### src/ppens_pkg.sv
// Shared types and constants for the per-pin edge noise suppressor.
`timescale 1ns / 1ps
`default_nettype none

package ppens_pkg;

	localparam int unsigned STAMP_W = 32;
	localparam int unsigned COUNT_W = 9;
	localparam int unsigned LIMIT_W = 8;
	localparam int unsigned PIN_W   = 6;
	localparam int unsigned CFG_W   = 32;

	localparam logic [STAMP_W-1:0] WINDOW_RESET = 32'd3000;
	localparam logic [LIMIT_W-1:0] LIMIT_RESET  = 8'd24;
	localparam logic [COUNT_W-1:0] COUNT_MAX    = 9'h1FF;

	// configuration register indexes
	localparam logic REG_WINDOW = 1'b0;
	localparam logic REG_LIMIT  = 1'b1;

	// report kinds
	localparam logic KIND_EDGE = 1'b0;
	localparam logic KIND_MASK = 1'b1;

	typedef struct packed {
		logic               level;
		logic [STAMP_W-1:0] start;
		logic [COUNT_W-1:0] count;
	} pin_rec_t;

endpackage

`default_nettype wire

### src/per_pin_edge_noise_suppressor_unit.sv
// Top level of the per-pin edge noise suppressor: record memory, update logic, output register.
//
//  channel  | handshake              | payload
//  ---------+------------------------+--------------------------------------------------
//  in       | in_valid / in_stall    | pin_index, pin_level, stamp_ms
//  out      | out_valid / out_stall  | report_kind, out_pin, out_level, out_stamp_ms,
//           |                        | window_events
//  cfg      | cfg_we                 | cfg_index, cfg_data
//
// One event per cycle sustained while the output does not stall; an event is read with its pin
// record into stage 1 when it transfers, and its update lands in the output register when
// stage 1 moves on.
// Record writes bypass into the read register, so back-to-back events on one pin are exact.
// Reset clears the seen and suppressed flags at once; the record memory needs no clearing.
// A stalled output holds its result; one more event is taken and held in stage 1 behind it.
`timescale 1ns / 1ps
`default_nettype none

module per_pin_edge_noise_suppressor_unit
	import ppens_pkg::*;
#(
	parameter int unsigned NUM_PINS = 64
) (
	input  wire logic               clk,
	input  wire logic               arst_n,

	input  wire logic               cfg_we,
	input  wire logic               cfg_index,
	input  wire logic [CFG_W-1:0]   cfg_data,

	input  wire logic               in_valid,
	output logic                    in_stall,
	input  wire logic [PIN_W-1:0]   pin_index,
	input  wire logic               pin_level,
	input  wire logic [STAMP_W-1:0] stamp_ms,

	output logic                    out_valid,
	input  wire logic               out_stall,
	output logic                    report_kind,
	output logic [PIN_W-1:0]        out_pin,
	output logic                    out_level,
	output logic [STAMP_W-1:0]      out_stamp_ms,
	output logic [COUNT_W-1:0]      window_events
);

	localparam int unsigned PIN_AW = (NUM_PINS > 1) ? $clog2(NUM_PINS) : 1;

	// configuration
	logic [STAMP_W-1:0] window_q;
	logic [LIMIT_W-1:0] limit_q;

	always_ff @(posedge clk or negedge arst_n) begin
		if (!arst_n) begin
			window_q <= WINDOW_RESET;
			limit_q  <= LIMIT_RESET;
		end else if (cfg_we) begin
			case (cfg_index)
				REG_WINDOW: window_q <= cfg_data;
				REG_LIMIT:  limit_q  <= cfg_data[LIMIT_W-1:0];
				default:    ;
			endcase
		end
	end

	// stage 1: accepted event and its record
	logic               s1_valid_q;
	logic [PIN_W-1:0]   pin_s1;
	logic               level_s1;
	logic [STAMP_W-1:0] stamp_s1;
	pin_rec_t           rec_s1;

	logic               s1_go;
	logic               in_accept;
	logic               out_valid_q;

	logic [NUM_PINS-1:0] seen_q;
	logic [NUM_PINS-1:0] sup_q;
	pin_rec_t            mem [NUM_PINS];

	logic [PIN_AW-1:0] in_idx;
	logic [PIN_AW-1:0] s1_idx;
	logic              mem_we;
	pin_rec_t          wr_rec;

	assign in_idx    = pin_index[PIN_AW-1:0];
	assign s1_idx    = pin_s1[PIN_AW-1:0];
	assign s1_go     = s1_valid_q && (!out_valid_q || !out_stall);
	assign in_stall  = s1_valid_q && !s1_go;
	assign in_accept = in_valid && !in_stall;

	always_ff @(posedge clk or negedge arst_n) begin
		if (!arst_n) begin
			s1_valid_q <= 1'b0;
		end else if (in_accept) begin
			s1_valid_q <= 1'b1;
		end else if (s1_go) begin
			s1_valid_q <= 1'b0;
		end
	end

	always_ff @(posedge clk) begin
		if (in_accept) begin
			pin_s1   <= pin_index;
			level_s1 <= pin_level;
			stamp_s1 <= stamp_ms;
		end
	end

	// record memory; a write to the pin being read this cycle goes straight to the read register
	always_ff @(posedge clk) begin
		if (mem_we) begin
			mem[s1_idx] <= wr_rec;
		end
		if (in_accept) begin
			if (mem_we && (s1_idx == in_idx)) begin
				rec_s1 <= wr_rec;
			end else begin
				rec_s1 <= mem[in_idx];
			end
		end
	end

	// update of one pin record
	logic               in_range;
	logic               seen;
	logic               sup;
	logic [STAMP_W-1:0] elapsed;
	logic               restart;
	logic [COUNT_W-1:0] base_cnt;
	logic [COUNT_W-1:0] new_cnt;
	logic               over;
	logic               emit;
	logic               emit_kind;
	logic               emit_level;
	logic [COUNT_W-1:0] emit_cnt;
	logic               set_sup;

	assign in_range = ({1'b0, pin_s1} < 7'(NUM_PINS));
	assign seen     = seen_q[s1_idx];
	assign sup      = sup_q[s1_idx];
	assign elapsed  = stamp_s1 - rec_s1.start;
	assign restart  = elapsed > window_q;
	assign base_cnt = restart ? '0 : rec_s1.count;
	assign new_cnt  = (base_cnt < COUNT_MAX) ? (base_cnt + 9'd1) : base_cnt;
	assign over     = new_cnt > {1'b0, limit_q};

	always_comb begin
		mem_we     = 1'b0;
		wr_rec     = rec_s1;
		emit       = 1'b0;
		emit_kind  = KIND_EDGE;
		emit_level = level_s1;
		emit_cnt   = new_cnt;
		set_sup    = 1'b0;
		if (s1_go && in_range && !sup) begin
			mem_we = 1'b1;
			if (!seen) begin
				// first event on the pin: open its window and report the level
				wr_rec.level = level_s1;
				wr_rec.start = stamp_s1;
				wr_rec.count = 9'd1;
				emit         = 1'b1;
				emit_cnt     = 9'd1;
			end else begin
				wr_rec.start = restart ? stamp_s1 : rec_s1.start;
				wr_rec.count = new_cnt;
				if (over) begin
					set_sup    = 1'b1;
					emit       = 1'b1;
					emit_kind  = KIND_MASK;
					emit_level = 1'b0;
				end else if (level_s1 != rec_s1.level) begin
					wr_rec.level = level_s1;
					emit         = 1'b1;
				end
			end
		end
	end

	always_ff @(posedge clk or negedge arst_n) begin
		if (!arst_n) begin
			seen_q <= '0;
			sup_q  <= '0;
		end else if (mem_we) begin
			seen_q[s1_idx] <= 1'b1;
			if (set_sup) begin
				sup_q[s1_idx] <= 1'b1;
			end
		end
	end

	// output register
	always_ff @(posedge clk or negedge arst_n) begin
		if (!arst_n) begin
			out_valid_q <= 1'b0;
		end else if (s1_go) begin
			out_valid_q <= emit;
		end else if (!out_stall) begin
			out_valid_q <= 1'b0;
		end
	end

	always_ff @(posedge clk) begin
		if (s1_go && emit) begin
			report_kind   <= emit_kind;
			out_pin       <= pin_s1;
			out_level     <= emit_level;
			out_stamp_ms  <= stamp_s1;
			window_events <= emit_cnt;
		end
	end

	assign out_valid = out_valid_q;

	// a pin is only ever suppressed after it has been seen
	a_sup_seen: assert property (@(posedge clk) disable iff (!arst_n)
		(sup_q & ~seen_q) == '0)
		else $error("suppressed flag set on a pin never seen");

	// suppression is sticky until reset
	a_sup_sticky: assert property (@(posedge clk) disable iff (!arst_n)
		$countones(sup_q) >= $past($countones(sup_q)))
		else $error("suppressed flag cleared");

	// a mask result carries a count above the limit and level zero
	a_mask_count: assert property (@(posedge clk) disable iff (!arst_n)
		(out_valid && report_kind == KIND_MASK) |->
			(window_events > {1'b0, limit_q} && !out_level))
		else $error("mask result with count not above limit");

	// every result has a nonzero window count
	a_count_nz: assert property (@(posedge clk) disable iff (!arst_n)
		out_valid |-> (window_events != '0))
		else $error("result with zero window count");

endmodule

`default_nettype wire
### config.mk
export PLATFORM = sky130hd
export DESIGN_NAME = per_pin_edge_noise_suppressor_unit
export DESIGN_NICKNAME = d
export VERILOG_FILES = /design/src/ppens_pkg.sv /design/src/per_pin_edge_noise_suppressor_unit.sv
export SDC_FILE = /design/constraint.sdc
export NUM_CORES = 2
export LEC_CHECK = 0
export ABC_CLOCK_PERIOD_IN_PS = 10700
export BUFFER_PORTS_ARGS = -buffer_cell sky130_fd_sc_hd__buf_2
export CAP_MARGIN = 30
export CELL_PAD_IN_SITES_DETAIL_PLACEMENT = 1
export CELL_PAD_IN_SITES_GLOBAL_PLACEMENT = 1
export CORE_ASPECT_RATIO = 1.75
export CORE_MARGIN = 3
export CORE_UTILIZATION = 56
export CTS_CLUSTER_SIZE = 28
export DETAILED_ROUTE_END_ITERATION = 8
export HOLD_SLACK_MARGIN = 0.05
export MAX_ROUTING_LAYER = met4
export PLACE_DENSITY_LB_ADDON = 0.1
export SLEW_MARGIN = 30
export SYNTH_ARGS = -nofsm -noshare
export SYNTH_HDL_FRONTEND = slang
export SYNTH_SLANG_ARGS = --single-unit
### constraint.sdc
create_clock -name clk -period 10.7 [get_ports clk]
set_input_delay 1.605 -clock clk [delete_from_list [all_inputs] [get_ports clk]]
set_output_delay 1.605 -clock clk [all_outputs]
set_load 0.1 [all_outputs]
==> metrics.txt <==
synthesized instance count 5289; top_reg_cell synth edfxtp_1; number of flops mapped to enable cells by yosys 2818; CP Capture Type flip-flop; post-route ant nets 0; PortBufs 127; Tightest Hold Check Type reg2reg; IR drop worst, VDD 171 µV; WP data required 11150 ps; DR pass1 iterations 5; clock buffer depth 4; commonest cells after routing, fill and taps aside edfxtp_1, mux4_2, clkbuf_16; yosys warns 0; TritonCTS clock tree yes; setup TNS 0 ps; post-detail-place hpwl 177000 µm; CORE AREA 208000 µm²; Final Hold Vio Count 0; CP max-delay cell or4_1; setup violators final 0; gpl congestion 0.839; die area 215000 µm²; initial core utilization 56.4%; DRT iter0 DRCs 6944; CTS hold repair buffers 0; clock sink count 2988; CP startpoint kind flip-flop; IO Count 128; Syn Nets 5439; vias in the first global route 60400; register area share after synthesis 75.9%; Syn Area/Cell 22.2 µm²; fmax 0.108 GHz; most common cell after layout, fill and taps aside edfxtp_1; first-pass GRT wire length 453000 µm; antenna violations before repair 9; top cell type's share of synthesized area 72.2%; row count 221; Synth area leaders edfxtp_1, mux4_2, dfrtp_1; CP Max Fanout 49; Worst Hold Slack 457 ps; vias post-DR 57600; Rel. slew slack 28.2%; CTS resizes 0; CTS clock-pin slew for the worst setup and hold paths 60 ps; total gr overflow 0; Final period util 86.6%; synthesized flop and latch total 2988; Slew @ Worst Pin 1080 ps; die width 352 µm; Syn Std Cell Area 117000 µm²; Via density 6.72; CTS buffer count 274; Root Driver clkbuf_16; clk_lat worst skew 850 ps; Clock H-tree levels 5; Final Max Tran Viols 0; power per cell area 201 nW/µm²; WP data arrival 9720 ps; library cells used by synthesis 79; final wirelength 318000 µm; number of max-cap violations 0; RSZ-0062 raised after global routing false; post-DR wirelength/cell 37.1 µm; Die H 611 µm; Crit path largest cell delay 650 ps; Pleak 42.9 nW; # Post-CTS Setup Buffers 0; pin count of the biggest net entering global routing 120; kind of critical path reg2reg; layout cells sized above 1 31.1%; fin crit period 9270 ps; area grow syn2layout 12.0%; clock skew 53.4 ps; gr usage total 31.0%; DR DRC count 0; Nets 5729; leading area contributor after synthesis edfxtp_1; outcome completed; Async SR Flop Fraction 5.69%
## cells in the mapped netlist (43+ instances only)
| cell type | count |
|---|---|
| buf_1 | 81 |
| clkbuf_1 | 142 |
| mux4_2 | 874 |
| o21ai_0 | 124 |
| nand2_1 | 158 |
| a21o_1 | 52 |
| a31o_2 | 53 |
| nor2_1 | 118 |
| a21oi_1 | 59 |
| dfrtp_1 | 161 |
| ha_1 | 72 |
| inv_1 | 93 |
| mux2i_1 | 66 |
| buf_2 | 43 |
| edfxtp_1 | 2818 |
## cell families (layout without fill, tap and decap cells)
logic type	after synthesis	in the layout	synth area share [%]
buffers and inverters	377	862	1.34
adder cells (fa/ha/maj)	73	73	0.786
AO/OA/AOI/OAI	413	413	2.35
multiplexers	969	969	17.6
AND/OR/NAND/NOR	431	431	1.73
flip-flops	2988	2988	75.9
other	0	6	0
XOR/XNOR	38	38	0.284
## final timing paths
path / from / to / slack [ps] / cells past startpoint
min reg2reg: seen_q[2] / seen_q[2] / 460 / 1
min: seen_q[2] / seen_q[2] / 460 / 1
max: stamp_s1[0] / out_stamp_ms[22] / 1430 / 40
max reg2reg: stamp_s1[0] / out_stamp_ms[22] / 1430 / 40
max in group asynchronous: arst_n / window_q[25] / 8610 / 2
min in group asynchronous: arst_n / sup_q[39] / 880 / 1
## through the flow
step | instances | setup slack [ps] | cell area [µm²] | util, % | total power, W
after floorplan | 5289 | 1840 | 117000 | - | 0.0160
after global placement | 8081 | 1360 | 122000 | 59.0 | 0.0169
after detailed placement | 8085 | 1180 | 123000 | 59.0 | 0.0170
after CTS | 8556 | 1160 | 131000 | 63.1 | 0.0265
after global routing | 8565 | 744 | 131000 | 63.2 | 0.0272
final | 8567 | 1430 | 131000 | 63.2 | 0.0264
## where the power goes
part	internal (W)	switching, W
registers	0.0137	0.000124
logic	0.000869	0.00207
clock network	0.00540	0.00421
total	0.0200	0.00641
## layout make-up
| class | count | area [µm²] |
|---|---|---|
| Sequential cell | 2988 | 88900 |
| Fill cell | 16500 | 76400 |
| Multi-Input combinational cell | 1924 | 27700 |
| Clock buffer | 351 | 7340 |
| Tap cell | 2787 | 3490 |
| Timing Repair Buffer | 296 | 2280 |
| Clock inverter | 120 | 1220 |
| Inverter | 95 | 357 |
| Antenna cell | 6 | 15.0 |
## worst max-delay path: cells and delay by family, from the launching register on
kind	cells	cell delay [ps]
adder cells (fa/ha/maj)	5	1420
AO/OA/AOI/OAI	11	2430
flip-flops	1	440
AND/OR/NAND/NOR	15	3300
XOR/XNOR	2	280
buffers and inverters	7	950
## sequential cells by signal, summed over array words and instances (netlist names)
register and flops:
out_stamp_ms 32, pin_s1 6, out_pin 6, limit_q 8, level_s1 1, mem 2688
out_level 1, out_valid 1, seen_q 64, rec_s1 42, report_kind 1, s1_valid_q 1
sup_q 64, stamp_s1 32, window_events 9, window_q 32
## per-layer routing
layer,vias to the layer above,part of all wire (%),track usage [%]
met5,-,0,-
met4,0,2.6,7.73
met3,512,7.6,4.30
met2,2771,52,51.5
met1,31600,38,41.2
li1,22700,-,-
Note: power is estimated with default switching activity, not from simulation.
